<file path="config.mk">
export PLATFORM = sky130hd
export DESIGN_NAME = ascii_can_command_parser_core
export DESIGN_NICKNAME = d
export VERILOG_FILES = /design/src/rtl/acp_pkg.sv /design/src/rtl/acp_front.sv /design/src/rtl/acp_queue.sv /design/src/rtl/acp_back.sv /design/src/rtl/ascii_can_command_parser_core.sv
export SDC_FILE = /design/constraint.sdc
export NUM_CORES = 1
export LEC_CHECK = 0
export ABC_AREA = 0
export BUFFER_PORTS_ARGS = -buffer_cell sky130_fd_sc_hd__buf_2
export CORE_UTILIZATION = 35
export DETAILED_ROUTE_END_ITERATION = 7
export PLACE_DENSITY = 0.58
export SLEW_MARGIN = 5
export SYNTH_ARGS = -nofsm -noshare
export SYNTH_HDL_FRONTEND = slang
export SYNTH_SLANG_ARGS = --single-unit
</file>
<file path="constraint.sdc">
create_clock -name clk -period 10.7 [get_ports clk]
set_input_delay 1.07 -clock clk [delete_from_list [all_inputs] [get_ports clk]]
set_output_delay 1.07 -clock clk [all_outputs]
set_load 0.01 [all_outputs]
</file>
<file path="src/rtl/acp_pkg.sv">
// ----------------------------------------------------------------------------
// acp_pkg: shared types, constants and helpers of the ASCII CAN command parser
// Holds the command letters, the job and result records, the reply text tables
// and the hex digit decoder.
// ----------------------------------------------------------------------------
package acp_pkg;

    localparam int MAX_DATA_BYTES = 8;
    localparam int QUEUE_DEPTH    = 2;

    localparam logic [7:0] CMD_STD_DATA = 8'h74;   // 't'
    localparam logic [7:0] CMD_EXT_DATA = 8'h54;   // 'T'
    localparam logic [7:0] CMD_STD_RTR  = 8'h72;   // 'r'
    localparam logic [7:0] CMD_EXT_RTR  = 8'h52;   // 'R'
    localparam logic [7:0] CMD_VERSION  = 8'h56;   // 'V'
    localparam logic [7:0] CMD_SERIAL   = 8'h4E;   // 'N'

    localparam logic [7:0] CHAR_ACK_EXT = 8'h5A;   // 'Z'
    localparam logic [7:0] CHAR_ACK_STD = 8'h7A;   // 'z'
    localparam logic [7:0] CHAR_CR      = 8'h0D;
    localparam logic [7:0] CHAR_BELL    = 8'h07;

    localparam logic [4:0] POS_MAX      = 5'd31;
    localparam logic [2:0] TEXT_LAST    = 3'd5;

    typedef enum logic [2:0] {
        JOB_FRAME,
        JOB_VERSION,
        JOB_SERIAL,
        JOB_ACK,
        JOB_BELL
    } job_kind_t;

    typedef struct packed {
        job_kind_t    kind;
        logic         rtr;
        logic         ext;
        logic [28:0]  id;
        logic [3:0]   len;
        logic [63:0]  payload;
    } job_t;

    typedef struct packed {
        logic         kind;
        logic         rtr;
        logic         ext;
        logic [28:0]  id;
        logic [3:0]   len;
        logic [63:0]  payload;
        logic [7:0]   reply;
        logic         last;
    } result_t;

    typedef struct packed {
        logic full;
        logic empty;
    } queue_status_t;

    function automatic logic [3:0] hex_value(input logic [7:0] c);
        logic [3:0] v;
        v = '0;
        if (c >= 8'h30 && c <= 8'h39) v = 4'(c - 8'h30);
        else if (c >= 8'h41 && c <= 8'h46) v = 4'(c - 8'h37);
        else if (c >= 8'h61 && c <= 8'h66) v = 4'(c - 8'h57);
        return v;
    endfunction

    function automatic logic [7:0] text_char(input logic serial, input logic [2:0] idx);
        logic [7:0] ch;
        ch = CHAR_CR;
        if (!serial) begin
            unique case (idx)
                3'd0:    ch = 8'h56;
                3'd1:    ch = 8'h30;
                3'd2:    ch = 8'h34;
                3'd3:    ch = 8'h30;
                3'd4:    ch = 8'h32;
                default: ch = CHAR_CR;
            endcase
        end
        else begin
            unique case (idx)
                3'd0:    ch = 8'h4E;
                3'd1:    ch = 8'h4B;
                3'd2:    ch = 8'h52;
                3'd3:    ch = 8'h4F;
                3'd4:    ch = 8'h42;
                default: ch = CHAR_CR;
            endcase
        end
        return ch;
    endfunction

endpackage

</file>
<file path="src/rtl/acp_front.sv">
// ----------------------------------------------------------------------------
// acp_front: command byte parser
// Accepts command bytes and transmit outcomes, accumulates identifier, length
// and data digits, and pushes one job per frame, version, serial or outcome.
// ----------------------------------------------------------------------------
module acp_front #(
    parameter int MAX_DATA_BYTES = acp_pkg::MAX_DATA_BYTES
) (
    input  logic                      clk,
    input  logic                      rst_n,
    input  logic                      in_valid,
    output logic                      in_ready,
    input  logic                      req_type,
    input  logic [7:0]                cmd_byte,
    input  logic                      end_of_command,
    input  logic                      tx_ok,
    input  acp_pkg::queue_status_t    q_status,
    output logic                      push,
    output acp_pkg::job_t             push_job
);
    import acp_pkg::*;

    localparam logic [3:0] MAX_LEN = 4'(MAX_DATA_BYTES);

    logic [4:0]  pos_reg,      pos_next;
    logic [7:0]  letter_reg,   letter_next;
    logic [31:0] id_reg,       id_next;
    logic [3:0]  len_reg,      len_next;
    logic [63:0] pay_reg,      pay_next;
    logic        last_ext_reg, last_ext_next;

    logic        accept;
    logic [3:0]  nib;
    logic        cur_ext;
    logic        cur_std;
    logic [4:0]  id_digits;
    logic [4:0]  data_ofs;
    logic [3:0]  byte_idx;
    logic        new_ext;
    logic        new_rtr;
    logic        is_frame;

    assign in_ready = !q_status.full;
    assign accept   = in_valid && in_ready;
    assign nib      = hex_value(cmd_byte);

    assign cur_ext   = (letter_reg == CMD_EXT_DATA) || (letter_reg == CMD_EXT_RTR);
    assign cur_std   = (letter_reg == CMD_STD_DATA) || (letter_reg == CMD_STD_RTR);
    assign id_digits = cur_ext ? 5'd8 : 5'd3;
    assign data_ofs  = pos_reg - (id_digits + 5'd2);
    assign byte_idx  = data_ofs[4:1];

    always_comb
    begin
        pos_next      = pos_reg;
        letter_next   = letter_reg;
        id_next       = id_reg;
        len_next      = len_reg;
        pay_next      = pay_reg;
        last_ext_next = last_ext_reg;
        push          = 1'b0;
        push_job      = '0;
        new_ext       = 1'b0;
        new_rtr       = 1'b0;
        is_frame      = 1'b0;

        if (accept && !req_type) begin
            if (pos_reg == '0) begin
                letter_next = cmd_byte;
                id_next     = '0;
                len_next    = '0;
                pay_next    = '0;
            end
            else if (cur_ext || cur_std) begin
                if (pos_reg <= id_digits) begin
                    id_next = {id_reg[27:0], nib};
                end
                else if (pos_reg == id_digits + 5'd1) begin
                    len_next = (nib > MAX_LEN) ? MAX_LEN : nib;
                end
                else begin
                    for (int i = 0; i < 8; i++) begin
                        if (byte_idx == 4'(i) && 4'(i) < len_reg) begin
                            if (!data_ofs[0]) pay_next[i*8+4 +: 4] = pay_reg[i*8+4 +: 4] | nib;
                            else              pay_next[i*8 +: 4]   = pay_reg[i*8 +: 4] | nib;
                        end
                    end
                end
            end

            if (!end_of_command) begin
                if (pos_reg < POS_MAX) pos_next = pos_reg + 5'd1;
            end
            else begin
                pos_next = '0;
                new_ext  = (letter_next == CMD_EXT_DATA) || (letter_next == CMD_EXT_RTR);
                new_rtr  = (letter_next == CMD_STD_RTR) || (letter_next == CMD_EXT_RTR);
                case (letter_next) inside
                    CMD_STD_DATA, CMD_EXT_DATA, CMD_STD_RTR, CMD_EXT_RTR:
                    begin
                        is_frame         = 1'b1;
                        push             = 1'b1;
                        push_job.kind    = JOB_FRAME;
                        push_job.rtr     = new_rtr;
                        push_job.ext     = new_ext;
                        push_job.id      = id_next[28:0];
                        push_job.len     = len_next;
                        push_job.payload = pay_next;
                    end
                    CMD_VERSION:
                    begin
                        push          = 1'b1;
                        push_job.kind = JOB_VERSION;
                    end
                    CMD_SERIAL:
                    begin
                        push          = 1'b1;
                        push_job.kind = JOB_SERIAL;
                    end
                    default:
                    begin
                        push = 1'b0;
                    end
                endcase
                if (is_frame) last_ext_next = new_ext;
            end
        end
        else if (accept) begin
            push          = 1'b1;
            push_job.kind = tx_ok ? JOB_ACK : JOB_BELL;
            push_job.ext  = last_ext_reg;
        end
    end

    always_ff @(posedge clk or negedge rst_n)
    begin
        if (!rst_n) begin
            pos_reg      <= '0;
            letter_reg   <= '0;
            id_reg       <= '0;
            len_reg      <= '0;
            pay_reg      <= '0;
            last_ext_reg <= 1'b0;
        end
        else begin
            pos_reg      <= pos_next;
            letter_reg   <= letter_next;
            id_reg       <= id_next;
            len_reg      <= len_next;
            pay_reg      <= pay_next;
            last_ext_reg <= last_ext_next;
        end
    end

endmodule

</file>
<file path="src/rtl/acp_queue.sv">
// ----------------------------------------------------------------------------
// acp_queue: job queue
// Short first-in first-out queue of jobs between the parser and the result
// sequencer.
// ----------------------------------------------------------------------------
module acp_queue #(
    parameter int DEPTH = acp_pkg::QUEUE_DEPTH
) (
    input  logic                      clk,
    input  logic                      rst_n,
    input  logic                      push,
    input  acp_pkg::job_t             push_job,
    input  logic                      pop,
    output acp_pkg::job_t             head_job,
    output acp_pkg::queue_status_t    q_status
);
    import acp_pkg::*;

    localparam int PTR_W = (DEPTH > 1) ? $clog2(DEPTH) : 1;
    localparam int CNT_W = $clog2(DEPTH + 1);
    localparam logic [PTR_W-1:0] PTR_LAST = PTR_W'(DEPTH - 1);
    localparam logic [CNT_W-1:0] CNT_FULL = CNT_W'(DEPTH);

    job_t             entries_reg [DEPTH];
    logic [PTR_W-1:0] wr_ptr_reg, wr_ptr_next;
    logic [PTR_W-1:0] rd_ptr_reg, rd_ptr_next;
    logic [CNT_W-1:0] count_reg,  count_next;

    assign head_job       = entries_reg[rd_ptr_reg];
    assign q_status.full  = (count_reg == CNT_FULL);
    assign q_status.empty = (count_reg == '0);

    always_comb
    begin
        wr_ptr_next = wr_ptr_reg;
        rd_ptr_next = rd_ptr_reg;
        count_next  = count_reg;
        if (push) wr_ptr_next = (wr_ptr_reg == PTR_LAST) ? '0 : wr_ptr_reg + 1'b1;
        if (pop)  rd_ptr_next = (rd_ptr_reg == PTR_LAST) ? '0 : rd_ptr_reg + 1'b1;
        if (push && !pop)      count_next = count_reg + 1'b1;
        else if (pop && !push) count_next = count_reg - 1'b1;
    end

    always_ff @(posedge clk)
    begin
        if (push) entries_reg[wr_ptr_reg] <= push_job;
    end

    always_ff @(posedge clk or negedge rst_n)
    begin
        if (!rst_n) begin
            wr_ptr_reg <= '0;
            rd_ptr_reg <= '0;
            count_reg  <= '0;
        end
        else begin
            wr_ptr_reg <= wr_ptr_next;
            rd_ptr_reg <= rd_ptr_next;
            count_reg  <= count_next;
        end
    end

endmodule

</file>
<file path="src/rtl/acp_back.sv">
// ----------------------------------------------------------------------------
// acp_back: result sequencer
// Expands each queued job into its result transactions and holds them in the
// output register until taken.
// ----------------------------------------------------------------------------
module acp_back (
    input  logic                      clk,
    input  logic                      rst_n,
    input  acp_pkg::job_t             head_job,
    input  acp_pkg::queue_status_t    q_status,
    output logic                      pop,
    output logic                      out_valid,
    input  logic                      out_ready,
    output acp_pkg::result_t          result
);
    import acp_pkg::*;

    logic [2:0] idx_reg,   idx_next;
    logic       valid_reg, valid_next;
    result_t    res_reg;
    result_t    cur;
    logic       load;

    always_comb
    begin
        cur = '0;
        unique case (head_job.kind)
            JOB_FRAME:
            begin
                cur.rtr     = head_job.rtr;
                cur.ext     = head_job.ext;
                cur.id      = head_job.id;
                cur.len     = head_job.len;
                cur.payload = head_job.payload;
                cur.last    = 1'b1;
            end
            JOB_VERSION:
            begin
                cur.kind  = 1'b1;
                cur.reply = text_char(1'b0, idx_reg);
                cur.last  = (idx_reg == TEXT_LAST);
            end
            JOB_SERIAL:
            begin
                cur.kind  = 1'b1;
                cur.reply = text_char(1'b1, idx_reg);
                cur.last  = (idx_reg == TEXT_LAST);
            end
            JOB_ACK:
            begin
                cur.kind = 1'b1;
                if (idx_reg == '0) begin
                    cur.reply = head_job.ext ? CHAR_ACK_EXT : CHAR_ACK_STD;
                end
                else begin
                    cur.reply = CHAR_CR;
                    cur.last  = 1'b1;
                end
            end
            default:
            begin
                cur.kind  = 1'b1;
                cur.reply = CHAR_BELL;
                cur.last  = 1'b1;
            end
        endcase
    end

    assign load = !q_status.empty && (!valid_reg || out_ready);
    assign pop  = load && cur.last;

    always_comb
    begin
        idx_next   = idx_reg;
        valid_next = valid_reg;
        if (load) begin
            valid_next = 1'b1;
            idx_next   = cur.last ? '0 : idx_reg + 3'd1;
        end
        else if (out_ready) begin
            valid_next = 1'b0;
        end
    end

    always_ff @(posedge clk or negedge rst_n)
    begin
        if (!rst_n) begin
            idx_reg   <= '0;
            valid_reg <= 1'b0;
        end
        else begin
            idx_reg   <= idx_next;
            valid_reg <= valid_next;
        end
    end

    always_ff @(posedge clk)
    begin
        if (load) res_reg <= cur;
    end

    assign out_valid = valid_reg;
    assign result    = res_reg;

endmodule

</file>
<file path="src/rtl/ascii_can_command_parser_core.sv">
// ----------------------------------------------------------------------------
// ascii_can_command_parser_core: ASCII CAN adapter command parser
// Input channel (in_valid/in_ready) takes one command byte or one transmit
// outcome per transaction; output channel (out_valid/out_ready) returns CAN
// frames to send and reply characters for the host.
// The parser takes one input transaction per cycle while its job queue has
// room. A byte that ends a frame, version or serial command, and every
// transmit outcome, queues one job; while the output is taken, the sequencer
// turns a job into one result per cycle (frame: 1, outcome: 1 or 2, version
// or serial: 6). A job is written into the queue, then loaded into the
// output register, which raises out_valid when the output side is free.
// The sequencer sets the sustained rate, one result per cycle while out_ready
// is high; long reply runs fill the queue and in_ready drops until it catches up.
// When out_ready is low the output register holds its result, the sequencer
// stalls, and the parser keeps taking bytes until the queue is full.
// Reset clears the parse state, empties the queue and drops out_valid.
// ----------------------------------------------------------------------------
module ascii_can_command_parser_core #(
    parameter int MAX_DATA_BYTES = acp_pkg::MAX_DATA_BYTES,
    parameter int QUEUE_DEPTH    = acp_pkg::QUEUE_DEPTH
) (
    input  logic        clk,
    input  logic        rst_n,
    input  logic        in_valid,
    output logic        in_ready,
    input  logic        req_type,
    input  logic [7:0]  cmd_byte,
    input  logic        end_of_command,
    input  logic        tx_ok,
    output logic        out_valid,
    input  logic        out_ready,
    output logic        out_kind,
    output logic        frame_rtr,
    output logic        frame_extended,
    output logic [28:0] frame_id,
    output logic [3:0]  frame_length,
    output logic [63:0] frame_payload,
    output logic [7:0]  reply_char,
    output logic        last_of_run
);
    import acp_pkg::*;

    logic          push;
    logic          pop;
    job_t          push_job;
    job_t          head_job;
    queue_status_t q_status;
    result_t       result;

    acp_front #(
        .MAX_DATA_BYTES (MAX_DATA_BYTES)
    ) u_front (
        .clk            (clk),
        .rst_n          (rst_n),
        .in_valid       (in_valid),
        .in_ready       (in_ready),
        .req_type       (req_type),
        .cmd_byte       (cmd_byte),
        .end_of_command (end_of_command),
        .tx_ok          (tx_ok),
        .q_status       (q_status),
        .push           (push),
        .push_job       (push_job)
    );

    acp_queue #(
        .DEPTH (QUEUE_DEPTH)
    ) u_queue (
        .clk      (clk),
        .rst_n    (rst_n),
        .push     (push),
        .push_job (push_job),
        .pop      (pop),
        .head_job (head_job),
        .q_status (q_status)
    );

    acp_back u_back (
        .clk       (clk),
        .rst_n     (rst_n),
        .head_job  (head_job),
        .q_status  (q_status),
        .pop       (pop),
        .out_valid (out_valid),
        .out_ready (out_ready),
        .result    (result)
    );

    assign out_kind       = result.kind;
    assign frame_rtr      = result.rtr;
    assign frame_extended = result.ext;
    assign frame_id       = result.id;
    assign frame_length   = result.len;
    assign frame_payload  = result.payload;
    assign reply_char     = result.reply;
    assign last_of_run    = result.last;

endmodule

</file>
### Yosys cells after proc, flatten, opt, wreduce, memory -nomap -nowiden

Memories as Yosys holds them, arrays and structs flattened.
Index checks and enable logic that the tools add are counted.

* bits in registers: 228
* latch bits: 0
* RAM bits: 204
* bits in read-only memories: 0
* input bits: 15
* output and inout port bits: 111
* logic and storage cells: 216
* memories: 1

* add/subtract/negate cells: 12
* $mul: 0
* divide/modulo/power cells: 0
* magnitude comparators: 17
* eq/ne operators: 27
* shifts and indexed selects: 0
* multiplexer cells: 82
* bitwise logic cells: 16
* reductions and logical operators: 42

Memory list
* u_queue.entries_reg: depth 2, width 102, rd ports 1, clocked after memory_dff 0, write ports 1, line acp_queue.sv:24 `job_t entries_reg [DEPTH];`

Operator list (count)
* two-way mux 64 bit: 4
* two-way mux 102 bit: 1
* two-way mux 4 bit: 25
* two-way mux 99 bit: 1
* two-way mux 97 bit: 1
* two-way mux 8 bit: 11
* two-way mux 29 bit: 3
* equality test 8 x 7 -> 1 bit (second input constant): 10
* OR 4 bit: 16
* case mux 7 bit (5 select lines): 1
* case mux 8 bit (4 select lines): 1
* case mux 7 bit (4 select lines): 1
* two-way mux 1 bit: 20
* two-way mux 3 bit: 6
* logical AND 1 bit: 17
* equality test 4 x 3 -> 1 bit (second input constant): 4
* greater-or-equal comparator 8 x 7 -> 1 bit (second input constant): 2
* less-or-equal comparator 8 x 7 -> 1 bit (second input constant): 2
* less-than comparator 3 x 4 -> 1 bit (first input constant): 4
* equality test 3 x 2 -> 1 bit (second input constant): 4
* adder 5 x 1 -> 5 bit (second input constant): 2
* two-way mux 5 bit: 2
* equality test 4 x 2 -> 1 bit (second input constant): 2
* greater-or-equal comparator 8 x 6 -> 1 bit (second input constant): 1
* 33 further kinds: 55

### Longest topological paths before layout

Gate-level depths: netlist of run 1.

* depth after elaboration: 15
* gate-level depth with buffers: 14

### Cells and area by module

Synthesis of run 1 repeated with hierarchy kept, for this count alone.

* cell total of the unflattened synthesis: 1424
* area total of the unflattened synthesis: 18766.7 µm²

By module, submodules not included
* acp_queue: times used 1, cells an instance 333, area an instance 7562.3 µm², seq. area each 6226.0 µm²
* acp_front: times used 1, cells an instance 796, area an instance 6750.2 µm², seq. area each 2777.7 µm²
* acp_back: times used 1, cells an instance 295, area an instance 4454.3 µm², seq. area each 3343.2 µm²

### Least setup slack after synthesis of run 1

Ideal clock, no wire load.

* kind: in2reg
* from: input port cmd_byte[2]
* to: memory u_queue.entries_reg[0][0] (netlist bit) (enable)
* setup time: 0.624 ns
* arrival: 7.559 ns
* data required time: 10.076 ns
* path slack: 2.517 ns
* stages on the path: 6
* path buffers: 1
* cells stage by stage: clkbuf_1 and2_1 and4b_1 o211ai_1 a21o_1 a31oi_1

* cells in the longest elaborated chain, start to end: 10

Ends and longest elaborated chain
* start, declared: line ascii_can_command_parser_core.sv:27 `input logic [7:0] cmd_byte,`
* two-way mux 8 bit (*): line acp_front.sv:68 `if (pos_reg == '0) begin`
* two-way mux 8 bit (*): line acp_front.sv:67 `if (accept && !req_type) begin`
* equality test 8 x 7 -> 1 bit (no line)
* two-way mux 1 bit (2 in a row): line acp_front.sv:98 `case (letter_next) inside`
* two-way mux 1 bit (*): line acp_front.sv:98
* two-way mux 1 bit (*): line acp_front.sv:91 `if (!end_of_command) begin`
* two-way mux 1 bit (*): line acp_front.sv:67
* two-way mux 1 bit (*): line acp_queue.sv:46 `if (push) entries_reg[wr_ptr_reg] <= push_job;`
* two-way mux 1 bit (implied by the code) (*): line acp_queue.sv:46
* end, declared: line acp_queue.sv:24

Mark *: on every way between the ends. The rest lies on a longest branch, timed or not. The select of a mux whose other input is x is not followed.

### Worst setup path in the final report of run 1

* from: register u_front.letter_reg[0]
* to: register u_front.id_reg[14]

* cells in the longest elaborated chain, start to end: 7

Ends and longest elaborated chain
* start, declared: line acp_front.sv:26 `logic [7:0] letter_reg, letter_next;`
* start signal, assigned: line acp_front.sv:147 `letter_reg <= letter_next;`
* equality test 8 x 7 -> 1 bit: line acp_front.sv:47 `assign cur_ext = (letter_reg == CMD_EXT_DATA) || (letter_reg == CMD_EXT_RTR);`
* logical OR 1 bit: line acp_front.sv:47
* two-way mux 4 bit: line acp_front.sv:49 `assign id_digits = cur_ext ? 5'd8 : 5'd3;`
* less-or-equal comparator 5 bit: line acp_front.sv:75 `if (pos_reg <= id_digits) begin`
* two-way mux 29 bit: line acp_front.sv:75
* two-way mux 29 bit (*): line acp_front.sv:74 `else if (cur_ext || cur_std) begin`
* two-way mux 29 bit (*): line acp_front.sv:68
* end signal, assigned: line acp_front.sv:148 `id_reg <= id_next;`
* end, declared: line acp_front.sv:27 `logic [31:0] id_reg, id_next;`

Mark *: on every way between the ends. The rest lies on a longest branch, timed or not.
A chain may end at the register's enable or synchronous reset.

==> summary.md, run 1 <==
| Metric | Value |
|---|---|
| Comb pwr share | 22.7% |
| Most frequent cells in the layout | edfxtp_1 (312), nor2_1 (198), nand2_1 (129) |
| Largest stage delay on the critical path | 1070 ps |
| Fmax | 0.2375 GHz |
| R2r endpoint | u_front.id_reg[14] |
| Least-Margin Pin Slew | 1210 ps |
| Min Hold Slack | 483.3 ps |
| Cell Area, Synth | 17940 um^2 |
| Syn Inst Count | 1352 |
| Multi-input gate area | 5231 um^2 |
| Htree depth | 2 |
| Relative slew slack | 19.31% |
| Gr ovfl total | 0 |
| Setup CP Type | flip-flop to flip-flop |
| Routed wire length | 39.33 mm |
| Psw | 1.543 mW |
| First-pass iteration count of the detailed router | 5 |
| Int Pwr | 3.546 mW |
| N_diodes | 0 |
| CP cell instances | or3b_4 > nor4_4 > ha_1 > nor4bb_1 > nand2_1 > nand2_1 > nand2b_1 > nor2_2 > a22o_1 |
| Post-placement cell count | 2090 |
| Finished Cell Area | 20820 um^2 |
| Setup crit start | u_front.letter_reg[0] |
| Width of the die | 228.4 um |
| Layout area overhead | 16.02% |
| WP data required | 11210 ps |
| R2R depth | 9 |
| Main flop type after synthesis | edfxtp_1 |
| Gpl congestion | 0.8484 |
| Leakage | 7.966 nW |
| Final Net Count | 1502 |
| Cts repair resizes | 0 |
| Place WS | 6475 ps |
| R2r setup slk | 6490 ps |
| Hold WC Path Type | flip-flop to flip-flop |
| Worst EP arrival | 4730 ps |
| Reg-to-Reg Start | u_front.letter_reg[0] |
| Clock power frac | 32.1% |
| Power share of the sequential group | 45.2% |
| Vias in the first global route | 10962 |
| Tot Pwr | 5.089 mW |
| Crit path max-delay cell type | nor2_2 |
| Synth Register Bits | 431 |
| Final WS setup | 6489 ps |
| Area after DPL | 19230 um^2 |
| Largest net degree at the start of global routing | 76 |
| Final HPWL DP | 25.03 mm |
| Setup TNS | 0 ps |
| Maximum buffer depth of the clock tree | 3 |
| Number of distinct library cells after synthesis | 82 |
| Clk_skew | 18.46 ps |
| Largest register FFs | 204 |
| Routed length per instance | 18.07 um |
| Startpoint Class | flip-flop |
| Most common cell after layout, fill and taps aside | edfxtp_1 |
| Fillers | 4709 |
| Peak VDD IR | 0.1881 mV |
| Sw frac | 30.33% |
| Synth warn | 0 |
| Post-CTS Setup Inserts | 0 |
| Final hold vios | 0 |
| # rows | 82 |
| Die ar. | 52170 um^2 |
| Clk root buf | clkbuf_16 |
| TritonCTS clock tree | yes |
| DR iter-0 viols | 729 |
| Initial antenna violation count | 0 |
| Fin util | 41.32% |
| Flip-flop and latch area | 12350 um^2 |
| Clock-pin slew on the worst setup and hold paths | 60 ps |
| Post-synth EDFFs | 312 |
| Cell mode on critical path | nand2_1 |
| CTS Buf Count | 47 |
| Mean Syn Cell Area | 13.27 um^2 |
| Slew Limit Fails | 0 |
| Endpoints failing setup | 0 |
| Starting density of the core | 35.62% |
| Sequential share of the synthesized area | 68.81% |
| GRT Resource Usage Total | 15.12% |
| Non-Filler Instances | 2177 |
| Worst skew pair latency | 580 ps |
| I/O Pins | 126 |
| Crit-path max FO | 27 |
| DRC | 0 |
| Vias per std cell | 4.995 |
| Max_cap viols | 0 |
| Period utilisation layout | 39.35% |
| Vias | 10875 |
| Antenna Nets Post-Route | 0 |
| Unrepaired setup endpoints after global routing | false |
| CP endpoint kind | flip-flop |
| Buffers on Ports | 124 |
| Global-route wire length before repair | 62.46 mm |
| Power Density | 244.5 nW/um^2 |
| Hold_buf cts | 0 |
| Layout cell share with drive strength beyond 1 | 16.54% |
| FFs w/ async S/R, synth | 27.61% |
| Syn Nets | 1387 |
| CP endpoint | u_front.id_reg[14] |
| Core footprint | 50380 um^2 |
| Post-layout min period | 4211 ps |
| CTS Sinks | 431 |
| Chip Height | 228.4 um |
| Status | completed |
## power groups by stage
stage	registers, mW	logic, mW	clock network, mW
floorplan	2.39	0.723	0
global placement	2.33	1.17	0
detailed placement	2.34	1.18	0
CTS	2.31	1.18	1.68
global route	2.34	1.27	1.74
finish	2.30	1.15	1.63
## Yosys cell counts (all sizes together) (3+ instances only)
master | number | area [um^2]
buf | 19 | 125.1
a22o | 62 | 543.0
a31oi | 4 | 25.02
nand2 | 131 | 491.7
nor3b | 5 | 47.54
mux2 | 3 | 33.78
nand2b | 11 | 68.82
a21o | 5 | 37.54
or3 | 4 | 35.03
clkbuf | 53 | 198.9
nor4b | 4 | 56.30
xnor2 | 5 | 43.79
nand4 | 5 | 31.28
edfxtp | 312 | 9369
and2 | 6 | 37.54
nand3 | 9 | 45.04
nor2b | 7 | 43.79
nand3b | 4 | 30.03
inv | 21 | 78.83
nor3 | 14 | 107.6
mux2i | 108 | 1094
a22oi | 4 | 30.03
a41oi | 4 | 35.03
nor2 | 205 | 797.0
a21oi | 104 | 539.3
xor2 | 6 | 52.55
o211ai | 4 | 30.03
dfrtp | 119 | 2978
ha | 19 | 237.7
a211oi | 5 | 37.54
o21ai | 43 | 215.2
## critical path, delay by kind of cell (launching register included)
kind                       cells  cell delay [ps]
AOI/OAI and AO/OA              1              280
adders and majority gates      1              340
DFF                            1              400
and+or+nand+nor                7             3090
## logic make-up (layout without fill, tap and decap cells)
kind of cell,after synthesis,count (layout),share of synthesized area [%]
xor gates and xnor gates,11,11,0.5369
AOI/OAI and AO/OA,258,258,9.484
adders and majority gates,21,21,1.492
DFF,431,431,68.81
and+or+nand+nor,426,426,11.12
buffers and inverters,93,246,2.245
other,1,1,0.02090
muxes,111,111,6.283
## per-layer routing
layer,up-vias,global-route usage [%],share of wire (%)
met5,-,0,0
met4,0,4.069,2.0
met3,50,2.844,4.3
met2,254,24.82,48
met1,5406,20.51,46
li1,5165,-,-
## worst min path at each step
stage	slack, ps	cells past startpoint	from	to
floorplan	450	2	u_front.pay_reg[18]	u_front.pay_reg[18]
CTS	490	2	u_front.pay_reg[34]	u_front.pay_reg[34]
finish	480	2	u_front.pay_reg[33]	u_front.pay_reg[33]
global route	500	1	u_front.last_ext_reg	u_front.last_ext_reg
detailed placement	470	2	u_front.pay_reg[34]	u_front.pay_reg[34]
global placement	460	2	u_front.pay_reg[19]	u_front.pay_reg[19]
## area by class of cell
| type | count | share of cell area (%) |
|---|---|---|
| clock buffers | 74 | 6.732 |
| clock inverters | 13 | 0.8776 |
| inverters | 21 | 0.3907 |
| multi-input cells | 828 | 25.13 |
| flip-flops and latches | 431 | 59.33 |
| well taps | 672 | 4.039 |
| repair buffers | 138 | 3.498 |
Note: power is estimated with default switching activity, not from simulation.
==> inputs of run 2 (changes only) <==
Settings changed: ABC_AREA 0 to 1.
Clock period 10.7 ns to 3.9 ns, I/O delays scaled along.
==> run 2 against run 1 <==
Critical path type unchanged. Cell count is 17% higher. Combinational power grew to 3.7 times the previous value. Clock power grew to 2.6 times the previous value. Synthesized area is 0.69% higher. Clock-buffer cell count shrank 3. Critical path depth grew 9. Via count is 13% higher. Clock skew increased by 1.8 ps. Largest cell class unchanged.
==> summary.md, run 2 <==
| Metric | Value |
|---|---|
| Status | completed |
| Starting density of the core | 35.72% (+0.10 points) |
| Chip Height | 229.2 um (+0.34%) |
| Peak VDD IR | 0.4789 mV (+150%) |
| Worst Path Buf+Inv | 4 (+4) |
| Cts repair resizes | 0 (unchanged) |
| Worst Hold Endpoint | u_back.out_valid |
| CP top delay family | simple AND/OR/NAND/NOR gates |
| Largest net degree at the start of global routing | 101 (+33%) |
| Initial antenna violation count | 4 (+4) |
| Least-Margin Pin Slew | 1166 ps (-44.32 ps) |
| Gpl congestion | 0.8527 (+0.51%) |
| Sequential share of the synthesized area | 68.34% (-0.47 points) |
| Setup TNS | 0 ps (unchanged) |
| Vias | 12338 (+13%) |
| Crit-path max FO | 4 (-85%) |
| Sw frac | 34.30% (+4.0 points) |
| Relative slew slack | 22.27% (+3.0 points) |
| Endpoints failing setup | 0 (unchanged) |
| Post-layout min period | 3436 ps (-774.4 ps) |
| Number of distinct library cells after synthesis | 39 (-52%) |
| Most common cell after layout, fill and taps aside | nand2_1 |
| CP cell instances | inv_1 > nand2_1 > nor2_1 > nand2_1 > nand2_1 > inv_1 > ha_1 > inv_1 > ha_1 > inv_1 > fa_1 > nor2_1 > o211ai_1 > nor2_1 > nand3_1 > o21ai_0 > nand2_1 > nor2_1 |
| Gr ovfl total | 0 (unchanged) |
| R2R depth | 18 (+9) |
| Final Net Count | 1860 (+24%) |
| Htree depth | 2 (unchanged) |
| Worst EP arrival | 3840 ps (-890 ps) |
| Mean Syn Cell Area | 10.61 um^2 (-20%) |
| Synth warn | 0 (unchanged) |
| Share of the synthesized area in the top cell type | 51.86% (-0.36 points) |
| Global-route wire length before repair | 68.05 mm (+9.0%) |
| First-pass iteration count of the detailed router | 5 (unchanged) |
| Synth Register Bits | 431 (unchanged) |
| Vias per std cell | 4.861 (-2.7%) |
| # rows | 82 (unchanged) |
| CP endpoint kind | flip-flop |
| Syn Nets | 1737 (+25%) |
| Layout cell share with drive strength beyond 1 | 12.94% (-3.6 points) |
| Startpoint Class | flip-flop |
| Largest stage delay on the critical path | 490 ps (-580 ps) |
| Int Pwr | 9.874 mW (+180%) |
| Layout area overhead | 16.20% |
| Clk_skew | 20.21 ps (+1.754 ps) |
| Synth area leader | edfxtp_1 |
| Psw | 5.155 mW (+230%) |
| R2r endpoint | u_queue.entries_reg[0][19] |
| Largest register FFs | 204 (unchanged) |
| DRC | 0 (unchanged) |
| Hold Path Stages | 2 (unchanged) |
| Synth top area cells | edfxtp_1 (52%), dfrtp_1 (16%), nand2_1 (9.6%) |
| Leakage | 8.452 nW (+6.1%) |
| Antenna Nets Post-Route | 0 (unchanged) |
| Final hold vios | 0 (unchanged) |
| Clock-pin slew on the worst setup and hold paths | 60 ps (about the same) |
| GRT Resource Usage Total | 16.44% (+1.3 points) |
| Core footprint | 50580 um^2 (+0.41%) |
| Post-CTS Setup Inserts | 0 (unchanged) |
| Maximum buffer depth of the clock tree | 3 (unchanged) |
| Setup CP Type | flip-flop to flip-flop |
| Width of the die | 229.2 um (+0.34%) |
| Routed length per instance | 16.83 um (-6.8%) |
| Fin util | 41.50% (+0.18 points) |
| Fmax | 0.2910 GHz (+23%) |
| DR iter-0 viols | 900 (+23%) |
| CTS Buf Count | 45 (-4.3%) |
| Hold WC Path Type | input pin to flip-flop |
| Cell Area, Synth | 18070 um^2 (+0.69%) |
| R2r setup slk | 460 ps (-6030 ps) |
| Post-placement cell count | 2449 (+17%) |
| Buffers on Ports | 124 (unchanged) |
| Period utilisation layout | 88.11% (+49 points) |
| Fillers | 4807 (+2.1%) |
| Routed wire length | 42.71 mm (+8.6%) |
| Post-synth EDFFs | 312 (unchanged) |
| Slew Limit Fails | 0 (unchanged) |
| CTS Sinks | 431 (unchanged) |
| HP Start | out_ready |
| WP data required | 4300 ps (-6910 ps) |
| Max_cap viols | 0 (unchanged) |
| Final HPWL DP | 26.13 mm (+4.4%) |
| Non-Filler Instances | 2538 (+17%) |
| Crit path max-delay cell type | fa_1 |
| Power share of the sequential group | 44.2% (-1.0 points) |
| Vias in the first global route | 12321 (+12%) |
| Hold_buf cts | 1 (+1) |
| I/O Pins | 126 (unchanged) |
| Most numerous cell in the Yosys netlist | nand2_1 |
| Most frequent cells in the layout | nand2_1 (458), edfxtp_1 (312), inv_1 (158), o21ai_0 (158), nor2_1 (136) |
| Syn Inst Count | 1702 (+26%) |
| Main flop type after synthesis | edfxtp_1 |
| Die ar. | 52530 um^2 (+0.68%) |
| Reg-to-Reg Start | u_front.letter_reg[7] |
| Power Density | 715.9 nW/um^2 (+190%) |
| Clk root buf | clkbuf_16 |
| Worst skew pair latency | 580 ps (about the same) |
| Synth cell count leaders | nand2_1 (460), edfxtp_1 (312), inv_1 (161), o21ai_0 (158), nor2_1 (136) |
| Clock power frac | 27.8% (-4.3 points) |
| TritonCTS clock tree | yes |
| Unrepaired setup endpoints after global routing | false |
| FFs w/ async S/R, synth | 27.61% (unchanged) |
| Comb pwr share | 28.0% (+5.3 points) |
[run 2: changes by cell type in the layout (fill, tap and decap cells not counted), moves of 37 or more]
cell,before,now
nor2_1,198,136
nand2_1,129,458
a22o_1,62,1
nand3_1,8,45
o21ai_0,33,158
mux2i_1,107,1
inv_1,20,158
[run 2: kinds of logic after synthesis]
logic type	share of synthesized area, %
AO/OA/AOI/OAI	9.675
XOR/XNOR	0.1940
adder cells (fa/ha/maj)	1.427
buffers and inverters	5.381
flip-flops	68.34
multiplexers	0.05541
other	0.02076
AND/OR/NAND/NOR	14.90
[run 2: worst max-delay path by stage]
stage,start,endpoint,slack (ps),cells after the start
2_1_floorplan,u_back.out_valid,u_queue.count_reg[1],3,8
3_3_place_gp,u_front.letter_reg[7],u_queue.entries_reg[1][19],590,18
3_5_place_dp,u_front.letter_reg[7],u_queue.entries_reg[1][19],520,18
4_1_cts,u_front.letter_reg[7],u_queue.entries_reg[0][19],470,18
5_1_grt,u_front.letter_reg[7],u_queue.entries_reg[0][20],50,18
6_report,u_front.letter_reg[7],u_queue.entries_reg[0][19],460,18
[run 2: final cells by class]
class                   count  area [um^2]  share of cell area, %
diodes                      4        10.01                0.04768
flip-flops and latches    431        12350                  58.83
multi-input cells        1028         4781                  22.77
clock buffers              71         1338                  6.371
inverters                 163        619.3                  2.950
repair buffers            156        953.4                  4.542
well taps                 672        840.8                  4.005
clock inverters            13        100.1                 0.4768
[run 2: power groups by stage]
stage	Clock, mW	Sequential (mW)	Combinational, mW
3_3_place_gp	0	6.73	4.20
3_5_place_dp	0	6.74	4.26
2_1_floorplan	0	7.01	2.35
6_report	4.17	6.64	4.21
5_1_grt	4.43	6.76	4.73
4_1_cts	4.27	6.66	4.29
[run 2: metal layers]
layer / part of all wire, % / vias to the layer above / GRT usage, %
met5: 0 / - / 0
met4: 1.6 / 0 / 4.042
met3: 5.7 / 54 / 3.212
met2: 48 / 285 / 27.39
met1: 45 / 6028 / 22.00
li1: - / 5971 / -
[run 2: per-stage QoR]
stage / worst slack [ps] / area (um^2) / hold WS (ps) / power, mW
final: 463.7 / 20990 / 67.73 / 15.03
after global routing: 53.62 / 20990 / 41.01 / 15.92
after CTS: 474.1 / 20980 / 44.96 / 15.22
after detailed placement: 521.5 / 19540 / 464.0 / 11.01
after global placement: 586.0 / 19540 / 455.5 / 10.93
after floorplan: 2.924 / 18080 / 94.41 / 9.360
